File: config.mk
export PLATFORM = sky130hd
export DESIGN_NAME = rtnh_fifo
export DESIGN_NICKNAME = d
export VERILOG_FILES = /design/src/design/rtnh_pkg.sv /design/src/design/rtnh_fifo.sv
export SDC_FILE = /design/constraint.sdc
export NUM_CORES = 1
export LEC_CHECK = 0
export ABC_AREA = 1
export BUFFER_PORTS_ARGS = -buffer_cell sky130_fd_sc_hd__buf_2
export CORE_AREA = 8 8 241 243
export CTS_BUF_LIST = sky130_fd_sc_hd__clkbuf_2
export CTS_CLUSTER_SIZE = 10
export DETAILED_ROUTE_END_ITERATION = 6
export DIE_AREA = 0 0 249 251
export PLACE_DENSITY = 0.69
export SETUP_SLACK_MARGIN = 0.1
export SYNTH_ARGS = -nofsm -noshare
export SYNTH_HDL_FRONTEND = slang
export SYNTH_SLANG_ARGS = --single-unit
File: constraint.sdc
create_clock -name clk -period 43 [get_ports clk]
set_clock_uncertainty 0.1 [all_clocks]
set_input_delay 4.3 -clock clk [delete_from_list [all_inputs] [get_ports clk]]
set_output_delay 4.3 -clock clk [all_outputs]
set_load 0.005 [all_outputs]
File: src/design/rtnh_pkg.sv
package rtnh_pkg;

	// coordinate and result widths
	localparam int CB        = 32;
	localparam int IB        = 16;
	localparam int FRAC      = 16;
	localparam int DB        = 31;
	localparam int EPS_RESET = 7;

	// derived widths of the datapath
	localparam int MB     = CB + 1;          // edge, offset and multiplier width
	localparam int PW     = 2 * CB + 3;      // cross product width
	localparam int ACC_W  = 3 * CB + 6;      // dot product and accumulator width
	localparam int DIV_W  = ACC_W + DB;      // divider remainder width
	localparam int SAT_W  = ACC_W + DB - FRAC;
	localparam int EPS_SH = 2 * FRAC;
	localparam int MB_CW  = $clog2(MB);
	localparam int DB_CW  = $clog2(DB);

	// configuration register indexes
	localparam int CFG_IW = 3;
	localparam logic [CFG_IW-1:0] CFG_ORIGIN_X    = 3'd0;
	localparam logic [CFG_IW-1:0] CFG_ORIGIN_Y    = 3'd1;
	localparam logic [CFG_IW-1:0] CFG_ORIGIN_Z    = 3'd2;
	localparam logic [CFG_IW-1:0] CFG_DIRECTION_X = 3'd3;
	localparam logic [CFG_IW-1:0] CFG_DIRECTION_Y = 3'd4;
	localparam logic [CFG_IW-1:0] CFG_DIRECTION_Z = 3'd5;
	localparam logic [CFG_IW-1:0] CFG_DET_EPSILON = 3'd6;

	typedef logic [2:0][CB-1:0] coord3_t;
	typedef logic [2:0][MB-1:0] evec_t;

	typedef struct packed {
		logic signed [CB-1:0] a_x;
		logic signed [CB-1:0] a_y;
		logic signed [CB-1:0] a_z;
		logic signed [CB-1:0] b_x;
		logic signed [CB-1:0] b_y;
		logic signed [CB-1:0] b_z;
		logic signed [CB-1:0] c_x;
		logic signed [CB-1:0] c_y;
		logic signed [CB-1:0] c_z;
		logic [IB-1:0]        tri_index;
		logic                 last_tri;
	} item_t;

	typedef struct packed {
		logic          hit;
		logic [DB-1:0] distance;
		logic [IB-1:0] hit_index;
	} result_t;

	// triangle after the front: edges and origin offset
	typedef struct packed {
		evec_t         e0;
		evec_t         e1;
		evec_t         s;
		logic [IB-1:0] tri_index;
		logic          last_tri;
	} mid_t;

	typedef struct packed {
		logic full;
		logic empty;
	} fifo_stat_t;

	localparam int MID_W = $bits(mid_t);
	localparam int RES_W = $bits(result_t);

	// next component of a 3-vector, cyclic
	function automatic logic [1:0] nxt3(input logic [1:0] c);
		logic [1:0] r;
		r = (c == 2'd2) ? 2'd0 : 2'(c + 2'd1);
		return r;
	endfunction

endpackage

File: src/design/rtnh_fifo.sv
module rtnh_fifo #(
	parameter int WIDTH = rtnh_pkg::MID_W
) (
	input  logic                clk,
	input  logic                arst_n,
	input  logic                wr_en,
	input  logic [WIDTH-1:0]    wr_data,
	input  logic                rd_en,
	output logic [WIDTH-1:0]    rd_data,
	output rtnh_pkg::fifo_stat_t stat
);

	logic [WIDTH-1:0] mem_q [2];
	logic             wp_q;
	logic             rp_q;
	logic [1:0]       cnt_q;

	// storage
	always_ff @(posedge clk) begin
		if (wr_en) begin
			mem_q[wp_q] <= wr_data;
		end
	end

	// pointers and fill count
	always_ff @(posedge clk or negedge arst_n) begin
		if (!arst_n) begin
			wp_q  <= 1'b0;
			rp_q  <= 1'b0;
			cnt_q <= 2'd0;
		end else begin
			if (wr_en) wp_q <= ~wp_q;
			if (rd_en) rp_q <= ~rp_q;
			cnt_q <= 2'(cnt_q + {1'b0, wr_en} - {1'b0, rd_en});
		end
	end

	assign rd_data    = mem_q[rp_q];
	assign stat.full  = (cnt_q == 2'd2);
	assign stat.empty = (cnt_q == 2'd0);

endmodule

==> results.json <==
{
  "grt_antenna_before_repair": 15,
  "ctsResizeCount": 0,
  "wl_met1_microns": 21020,
  "cts.clk_slew.worst_paths_ps": 110,
  "synthAdderAreaFrac_pct": 0.1061,
  "cts_num_sinks": 632,
  "critPathArrivalTime_ps": 4720,
  "synth_seq_cells": 632,
  "rsz0062_at_grt": "no",
  "drt_wl_total_microns": 57640,
  "synth_cells": 1665,
  "worst_path_max_delay_cell": "dfrtp_4",
  "path_common_cell": "buf_4",
  "synth_compound_area_share_pct": 6.661,
  "postCtsSetupRepairBufs": 0,
  "reg2reg_setup_slack_ps": 39480,
  "grt_usage_pct": 17.70,
  "fin_crit_sh_pct": 21.21,
  "num_vias": 14970,
  "place_inst": 2941,
  "yosys_warnings": 0,
  "multi_input_area_sq_um": 2839,
  "grt_pass1_wl_microns": 85480,
  "tns_ps": 0,
  "slew_violations": 0,
  "status": "finished, final reports clean",
  "grt_max_degree": 289,
  "drive_gt1_share_pct": 35.26,
  "power_density_nw_per_um2": 60.82,
  "ios": 634,
  "cts_tree": "built",
  "endpoint_kind": "output pin",
  "endpoint": "rd_data[54]",
  "crit_fanout": 124,
  "worstReg2RegStart": "wp_q",
  "firstDrtPassIters": 5,
  "portBuffers": 633,
  "overflow": 0,
  "synth_fp_nets": 1985,
  "coreArea_sq_um": 54340,
  "finish.net_count": 2716,
  "ys_types": 14,
  "relSlewSlack_pct": 16.11,
  "ant_nets": 0,
  "gp_congestion": 0.8394,
  "hp-class": "flip-flop to flip-flop",
  "n_fill_cell": 4646,
  "met2_length_microns": 29960,
  "holdWs_ps": 450.2,
  "maxCapViolCount": 0,
  "worstPathRequired_ps": 38600,
  "synth_xor_area_share_pct": 0.07424,
  "fp.dieArea_sq_um": 62500,
  "yosysSeqAreaShare_pct": 80.35,
  "stdcell_count": 3231,
  "hold_violations": 0,
  "cts_buffers": 157,
  "wire_per_inst_microns": 17.84,
  "htreeDepth": 4,
  "worstMarginPinSlew_ps": 1258,
  "synth_top_family_by_area": "buffers and inverters",
  "drt_iter0_drc": 956,
  "place_hpwl_microns": 40350,
  "r2r-end": "mem_q[1][12]",
  "clock.fmax_mhz": 109.6,
  "cp_slowest_stage_delay_ps": 1170,
  "synth-simple-area-share_pct": 5.160,
  "r2r_cells": 4,
  "rows": 86,
  "syn-mean-instance-area_sq_um": 14.17,
  "grt_pass1_vias": 15200,
  "ff_latch_area_sq_um": 18960,
  "setup_violations": 0,
  "period_needed_ps": 9121,
  "dr_wl_met3_microns": 5207,
  "path_cells": "buf_4 > buf_4 > o21ai_0 > buf_2",
  "start_util_pct": 43.42,
  "insertion_delay_ps": 1230,
  "die_y_microns": 251,
  "syn-cell-area_sq_um": 23590,
  "crit_type": "flip-flop to output pin",
  "top_layer_used": "met5",
  "cts_buffer_depth": 3,
  "cts_root_buf": "clkbuf_2",
  "vias_per_cell": 4.632,
  "startpoint": "rp_q",
  "cts.hold.buffers_added": 0,
  "areaGrowthSynthToFinish_pct": 21.24,
  "synthMuxAreaShare_pct": 0,
  "drc_errors": 0,
  "irDropWorstVdd_uv": 49.30,
  "cp-start-kind": "flip-flop",
  "p_leak_nw": 12.49,
  "die_x_microns": 249
}
synthesized netlist by cell type:
library cell,number,area (sq um)
edfxtp_1,628,18860
nor2_1,3,11.26
nand3_1,1,5.000
inv_1,321,1205
nand2_1,320,1201
o21ai_1,60,300.3
ha_1,2,25.02
clkbuf_1,1,3.750
buf_2,17,85.08
dfrtp_1,4,100.1
o21ai_0,254,1271
buf_6,32,360.4
buf_4,20,150.1
xor2_1,2,17.52
critical path: cells and delay by family (launching register included):
kind | cells | cell delay (ps)
buffers and inverters | 3 | 1920
flip-flops | 1 | 1170
AO/OA/AOI/OAI | 1 | 250
final cells by class:
cell class | count | share of cell area [%]
flip-flops and latches | 632 | 66.29
repair buffers | 642 | 11.40
multi-input cells | 642 | 9.925
inverters | 321 | 4.238
clock buffers | 224 | 3.919
well taps | 704 | 3.079
clock inverters | 49 | 1.002
diodes | 17 | 0.1487
state kept, by name, indices dropped and copies added (netlist names):
| register | flops |
|---|---|
| cnt_q | 2 |
| rp_q | 1 |
| mem_q | 628 |
| wp_q | 1 |
cell families (layout without fill, tap and decap cells):
kind of cell               Yosys count  in the layout
and+or+nand+nor                    324            324
DFF                                632            632
adders and majority gates            2              2
xor gates and xnor gates             2              2
buffers and inverters              391           1236
AOI/OAI and AO/OA                  314            314
other                                0             17
worst min path at each step:
stage,from,to,slack [ps],cells after the start
floorplan,wp_q,wp_q,360,1
global placement,wp_q,wp_q,430,1
detailed placement,wp_q,wp_q,440,1
CTS,wp_q,wp_q,460,1
global route,wp_q,wp_q,480,1
finish,wp_q,wp_q,450,1
power breakdown:
part | total (W) | internal [W] | switching [W]
Combinational | 0.000491 | 0.000173 | 0.000317
Clock | 0.000390 | 0.000158 | 0.000231
Sequential | 0.000860 | 0.000817 | 0.0000426
Total | 0.00174 | 0.00115 | 0.000591
metal layers:
| metal | GRT usage [%] | up-vias |
|---|---|---|
| li1 | - | 7215 |
| met1 | 19.31 | 7039 |
| met2 | 30.57 | 615 |
| met3 | 6.723 | 90 |
| met4 | 8.092 | 8 |
| met5 | 0 | - |
stage by stage:
| step | total power [W] | utilization, % | setup slack (ps) | area (sq um) |
|---|---|---|---|---|
| after detailed placement | 0.001372 | 49.97 | 35150 | 27150 |
| after global routing | 0.001853 | 52.63 | 33230 | 28600 |
| final | 0.001740 | 52.64 | 33880 | 28600 |
| after floorplan | 0.001194 | - | 24440 | 23590 |
| after global placement | 0.001359 | 49.97 | 35340 | 27150 |
| after CTS | 0.001768 | 52.56 | 33630 | 28560 |
cell usage in the layout (no fill, tap or decap):
master      count
clkinvlp_4      2
o21ai_0       254
o21ai_1        60
buf_2         633
inv_1         320
clkbuf_2      224
clkinv_2        5
inv_2           4
inv_8           1
diode_2        17
ha_1            2
dfrtp_4         1
buf_12          2
clkinv_4        1
dfrtp_1         3
edfxtp_1      628
nand2_1       320
nor2_1          2
inv_6           1
nor2_4          1
bufinv_16       3
xor2_1          2
clkinv_1       33
buf_4           7
nand3_1         1
Power figures use the tool's default switching activity.
