File: src/design/rtnh_pkg.sv
package rtnh_pkg;

	// coordinate and result widths
	localparam int CB        = 32;
	localparam int IB        = 16;
	localparam int FRAC      = 16;
	localparam int DB        = 31;
	localparam int EPS_RESET = 7;

	// derived widths of the datapath
	localparam int MB     = CB + 1;          // edge, offset and multiplier width
	localparam int PW     = 2 * CB + 3;      // cross product width
	localparam int ACC_W  = 3 * CB + 6;      // dot product and accumulator width
	localparam int DIV_W  = ACC_W + DB;      // divider remainder width
	localparam int SAT_W  = ACC_W + DB - FRAC;
	localparam int EPS_SH = 2 * FRAC;
	localparam int MB_CW  = $clog2(MB);
	localparam int DB_CW  = $clog2(DB);

	// configuration register indexes
	localparam int CFG_IW = 3;
	localparam logic [CFG_IW-1:0] CFG_ORIGIN_X    = 3'd0;
	localparam logic [CFG_IW-1:0] CFG_ORIGIN_Y    = 3'd1;
	localparam logic [CFG_IW-1:0] CFG_ORIGIN_Z    = 3'd2;
	localparam logic [CFG_IW-1:0] CFG_DIRECTION_X = 3'd3;
	localparam logic [CFG_IW-1:0] CFG_DIRECTION_Y = 3'd4;
	localparam logic [CFG_IW-1:0] CFG_DIRECTION_Z = 3'd5;
	localparam logic [CFG_IW-1:0] CFG_DET_EPSILON = 3'd6;

	typedef logic [2:0][CB-1:0] coord3_t;
	typedef logic [2:0][MB-1:0] evec_t;

	typedef struct packed {
		logic signed [CB-1:0] a_x;
		logic signed [CB-1:0] a_y;
		logic signed [CB-1:0] a_z;
		logic signed [CB-1:0] b_x;
		logic signed [CB-1:0] b_y;
		logic signed [CB-1:0] b_z;
		logic signed [CB-1:0] c_x;
		logic signed [CB-1:0] c_y;
		logic signed [CB-1:0] c_z;
		logic [IB-1:0]        tri_index;
		logic                 last_tri;
	} item_t;

	typedef struct packed {
		logic          hit;
		logic [DB-1:0] distance;
		logic [IB-1:0] hit_index;
	} result_t;

	// triangle after the front: edges and origin offset
	typedef struct packed {
		evec_t         e0;
		evec_t         e1;
		evec_t         s;
		logic [IB-1:0] tri_index;
		logic          last_tri;
	} mid_t;

	typedef struct packed {
		logic full;
		logic empty;
	} fifo_stat_t;

	localparam int MID_W = $bits(mid_t);
	localparam int RES_W = $bits(result_t);

	// next component of a 3-vector, cyclic
	function automatic logic [1:0] nxt3(input logic [1:0] c);
		logic [1:0] r;
		r = (c == 2'd2) ? 2'd0 : 2'(c + 2'd1);
		return r;
	endfunction

endpackage

File: src/design/rtnh_front.sv
module rtnh_front (
	input  logic             clk,
	input  logic             arst_n,
	input  logic             push,
	input  rtnh_pkg::item_t  item,
	output logic             full,
	input  rtnh_pkg::coord3_t org,
	output logic             mid_push,
	input  logic             mid_full,
	output rtnh_pkg::mid_t   mid_data
);

	logic           valid_s1;
	rtnh_pkg::mid_t data_s1;
	rtnh_pkg::mid_t calc;
	logic           advance;

	// edges and origin offset, sign extended by one bit
	always_comb begin
		calc.e0[0] = rtnh_pkg::MB'($signed(item.b_x)) - rtnh_pkg::MB'($signed(item.a_x));
		calc.e0[1] = rtnh_pkg::MB'($signed(item.b_y)) - rtnh_pkg::MB'($signed(item.a_y));
		calc.e0[2] = rtnh_pkg::MB'($signed(item.b_z)) - rtnh_pkg::MB'($signed(item.a_z));
		calc.e1[0] = rtnh_pkg::MB'($signed(item.c_x)) - rtnh_pkg::MB'($signed(item.a_x));
		calc.e1[1] = rtnh_pkg::MB'($signed(item.c_y)) - rtnh_pkg::MB'($signed(item.a_y));
		calc.e1[2] = rtnh_pkg::MB'($signed(item.c_z)) - rtnh_pkg::MB'($signed(item.a_z));
		calc.s[0]  = rtnh_pkg::MB'($signed(org[0])) - rtnh_pkg::MB'($signed(item.a_x));
		calc.s[1]  = rtnh_pkg::MB'($signed(org[1])) - rtnh_pkg::MB'($signed(item.a_y));
		calc.s[2]  = rtnh_pkg::MB'($signed(org[2])) - rtnh_pkg::MB'($signed(item.a_z));
		calc.tri_index = item.tri_index;
		calc.last_tri  = item.last_tri;
	end

	// stage moves when empty or when the queue takes its beat
	assign advance  = !valid_s1 || !mid_full;
	assign full     = !advance;
	assign mid_push = valid_s1;
	assign mid_data = data_s1;

	always_ff @(posedge clk or negedge arst_n) begin
		if (!arst_n) begin
			valid_s1 <= 1'b0;
		end else if (advance) begin
			valid_s1 <= push;
		end
	end

	always_ff @(posedge clk) begin
		if (push && advance) begin
			data_s1 <= calc;
		end
	end

endmodule

File: config.mk
export PLATFORM = sky130hd
export DESIGN_NAME = rtnh_front
export DESIGN_NICKNAME = d
export VERILOG_FILES = /design/src/design/rtnh_pkg.sv /design/src/design/rtnh_front.sv
export SDC_FILE = /design/constraint.sdc
export NUM_CORES = 1
export LEC_CHECK = 0
export BUFFER_PORTS_ARGS = -buffer_cell sky130_fd_sc_hd__buf_2
export CELL_PAD_IN_SITES_DETAIL_PLACEMENT = 1
export CELL_PAD_IN_SITES_GLOBAL_PLACEMENT = 2
export CORE_UTILIZATION = 29
export CTS_BUF_LIST = sky130_fd_sc_hd__clkbuf_8
export CTS_CLUSTER_SIZE = 12
export DETAILED_ROUTE_END_ITERATION = 10
export GPL_ROUTABILITY_DRIVEN = 1
export PLACE_DENSITY = 0.88
export SYNTH_ARGS = -nofsm -noshare
export SYNTH_HDL_FRONTEND = slang
export SYNTH_SLANG_ARGS = --single-unit
File: constraint.sdc
create_clock -name clk -period 14.4 [get_ports clk]
set_clock_uncertainty 0.05 [all_clocks]
set_input_delay 1.44 -clock clk [delete_from_list [all_inputs] [get_ports clk]]
set_output_delay 1.44 -clock clk [all_outputs]
set_load 0.1 [all_outputs]
==> run summary <==
The flow ran to the end, and the final reports show no timing, DRC or antenna violations. Setup violations remaining at the end of the flow were counted as 0. The post-route netlist has 26.7% of its cells at a drive strength greater than 1. The starting DRC count in detailed routing was 906.

The largest single stage delay on the critical path is 0.75 ns. The post-synthesis mux area share is 0.128%. The proportion of synthesized flip-flops having asynchronous set or reset works out to 0.317%. Setup repair after global routing left no endpoint under its margin. The synthesized design devotes to its leading area cell type 40.1% of total area. For the pin with the worst max-slew slack, the measured transition is 1.01 ns.

After clock tree synthesis, the clock-pin slew on the worst setup and hold paths is 0.06 ns. Data on the critical path arrives at its endpoint at 4.76 ns. The complex-gate fraction of the synthesized area was 20.0%; the achievable clock frequency was 0.227 GHz. The path type of the worst setup path is in2reg. The source of the worst register-to-register timing path was mid_push.

The run gives 0 ns as the aggregate negative setup slack. STA classifies the critical path endpoint as a flop. For the sequential share of power, the log shows 31.8%. The number of sinks on the clock net came out at 315. After floorplanning, the core was sized to cover 79500 um^2.

The data required time of the critical path is 14.76 ns, and the latest clock arrival within the worst-skew pair is 0.65 ns. The dominant combinational cell family by area after synthesis was compound AO/OA/AOI/OAI gates. Summed over all layers, the global routing overflow is 0. Across the run, the number of max-cap violations was 0. The critical-path cell with the highest stage delay was a2111oi_0.

Total number of yosys warnings: 0. After synthesis, flip-flops and latches occupy 40.2% of the total area. After detailed placement, the total cell area comes to 28400 um^2. TritonCTS created 68 clock buffers. The largest total area in the synthesized netlist belongs to edfxtp_1.

The power density over the cells is 126 nW/um^2, and the switching share of total power is 45.3%. The proportion of power drawn by the clock network is 26.0%. The net count of the mapped netlist was 3029.

The family with the most delay on the worst path is compound AO/OA/AOI/OAI gates. Each instance of the synthesized netlist takes up on average 10.1 um^2. The number of gates resized after CTS was 0. The tree is rooted in a clkbuf_8. The most numerous cell type found on the critical path is o21a_1. Tracing the worst setup path back leads to its startpoint at item[242]. For the via count of the first global-routing pass, the log shows 22000.

The finished cells cover 29700 um^2. The logs give 29.5% for the initial core utilization and 0.00170 W for the switching power summed over all nets. The number of hold violations in the final report was 0. The adder and majority cell fraction of the synthesized area works out to 16.1%. The dominant synthesized flop cell is edfxtp_1. Synthesis inferred 315 register bits.

The number of pins with negative max-slew slack in the final report is 0, and the share of the cycle needed by the critical path after routing is 30.5%. Combinational logic burns 42.3% of the power. The congestion estimate from routability-driven global placement came to 0.907.

The count of flip-flops with a built-in enable after synthesis is 314, and the setup fix buffers added after clock tree synthesis is 0. The commonest cells after synthesis are edfxtp_1 (314), ha_1 (288), a21oi_1 (218). After detailed routing, the average wire length per cell comes to 20.6 um. By instance count, the leading cell after synthesis is edfxtp_1.

The signal on the critical path passes through buf_2, inv_1, ha_1, nor2b_1, o21a_1, o21ai_0, a21oi_1, a41oi_1, a2111oi_0, o31a_1, o21a_1, nor2_1, xnor2_1. The via count normalized by instance count is 5.04, and the minimum clock period is 4.40 ns. Measured along the x axis, the die boundary spans 287 um. The die is 287 um tall.

The tools report the number of nets with antenna violations after detailed routing as 0. Number of distinct library cells after synthesis: 79. Summing the areas of all xor and xnor instances in the mapped netlist gives 8.65% of the synthesized area.

The classification of the worst-slack hold path is in2async. Measured against its own limit, the worst slew margin works out to 30.8%. The final layout contains 3814 nets.

In the post-synthesis netlist, the biggest area contributors are edfxtp_1 (40%), ha_1 (15%), xnor2_1 (6.5%), a21oi_1 (4.6%), a21o_1 (3.4%). The final wirelength was 87.0 mm. For the cell area after synthesis, the log shows 23500 um^2. Wire segments on met3 add up to 5.58 mm in the final route.

The gate count after technology mapping was 2327; the DRC violations left was 0. Detailed placement finished with a half-perimeter wire length of 71.9 mm. The detailed router put a total of 35.1 mm of wire on met1. The maximum fanout count along the critical path works out to 6. The critical path contains buffers and inverters numbering 2 combined. Before CTS, the worst setup slack after placement is 9.40 ns. After clock tree synthesis, the flow added hold-fix buffers numbering 0. The top-level port count was 721; the amount of wire on met2 after detailed routing was 43.4 mm. The top routing layer in use was met5. The total power after layout was 0.00376 W.

The worst setup path is launched from an input port. The run gives 21300 as the number of vias after detailed routing. The largest net degree at the start of global routing is 69. VDD sags by at most 63.5 uV. Once layout is complete, the utilization of the core stands at 37.4%. TritonCTS built the clock tree.

Once routing completed, OpenROAD measured the worst setup slack at 10.00 ns. The initial antenna violation count is 16, and the quantity of I/O buffers inserted on ports is 720. The global-route total usage across every layer is 20.4%.

The leakage power figure was 13.6 nW. The share of synthesized cell area in and, or, nand and nor gates is 11.6%, and the buffer depth of the longest clock path is 3. The H-tree generated during clock tree synthesis spans 3 levels. The growth of design area from synthesis to finish was 26.6%; the internal power consumption was 0.00206 W. The global-route wire length before repair is 129 mm, and the number of optimization iterations in the first detailed-route pass is 4.

The floorplan step defined a die boundary enclosing 82100 um^2. The run gives 103 as the site row count.
## power by group through the flow
stage	Combinational [W]	Clock [W]	Sequential, W
finish	0.00159	0.000977	0.00119
global route	0.00168	0.00105	0.00120
CTS	0.00159	0.00101	0.00120
detailed placement	0.00159	0	0.00121
global placement	0.00157	0	0.00121
floorplan	0.000559	0	0.00190
## path summary, 6_finish.rpt
check	to	slack, ns	cells past startpoint
setup / recovery	mid_data[71]	10.00	13
hold / removal	mid_push	0.50	1
setup reg to reg	mid_data[24]	10.88	4
hold reg to reg	mid_push	0.64	2
max in group asynchronous	mid_push	13.72	1
min in group clk	mid_push	0.64	2
## placed cells by master, fill, tap and decap left out, types with 19 or more instances in the layout
| cell type | netlist | final |
|---|---|---|
| buf_2 | 0 | 720 |
| ha_1 | 288 | 288 |
| or3_1 | 19 | 19 |
| nand3_1 | 42 | 42 |
| a21o_1 | 107 | 107 |
| edfxtp_1 | 314 | 314 |
| clkbuf_8 | 0 | 68 |
| a31oi_1 | 19 | 19 |
| nor3_1 | 47 | 47 |
| o21bai_1 | 31 | 31 |
| inv_1 | 198 | 214 |
| xnor2_1 | 174 | 174 |
| o21a_1 | 50 | 50 |
| nand2b_1 | 34 | 34 |
| clkinv_1 | 0 | 19 |
| a21oi_1 | 218 | 218 |
| xor2_1 | 58 | 58 |
| nand2_1 | 112 | 112 |
| nor2b_1 | 47 | 46 |
| o21ai_0 | 112 | 112 |
| and3_1 | 20 | 20 |
| nand4_1 | 20 | 20 |
| nor2_1 | 173 | 173 |
## per-layer routing
layer  GRT usage [%]  vias to the layer above
met3            4.24                      149
met5               0                        -
met4            8.48                        2
met2            36.0                      619
li1                -                    10300
met1            23.7                    10300
## flip-flops by register name (all words and copies together) (netlist names)
name      count
mid_push      1
mid_data    314
## metrics by stage
stage | hold WS (ns) | std cells
5_1_grt | 0.431 | 4226
2_1_floorplan | 1.09 | 2327
4_1_cts | 0.406 | 4213
3_5_place_dp | 0.638 | 4092
3_3_place_gp | 0.619 | 4092
6_report | 0.496 | 4230
## cell type report
class                   instances  area [um^2]
multi-input cells            1804        13300
clock buffers                  68          936
well taps                    1050         1310
flip-flops and latches        315         9450
fillers                      9421        49800
repair buffers                725         3640
clock inverters                53          354
diodes                         17         42.5
inverters                     198          743
## cell families (layout without fill, tap and decap cells)
family / Yosys count / count (layout)
adders and majority gates: 297 / 297
buffers and inverters: 208 / 1044
xor gates and xnor gates: 232 / 232
AOI/OAI and AO/OA: 713 / 713
muxes: 3 / 3
and+or+nand+nor: 559 / 559
other: 0 / 17
DFF: 315 / 315
No activity file was read; power rests on OpenSTA's default activity.
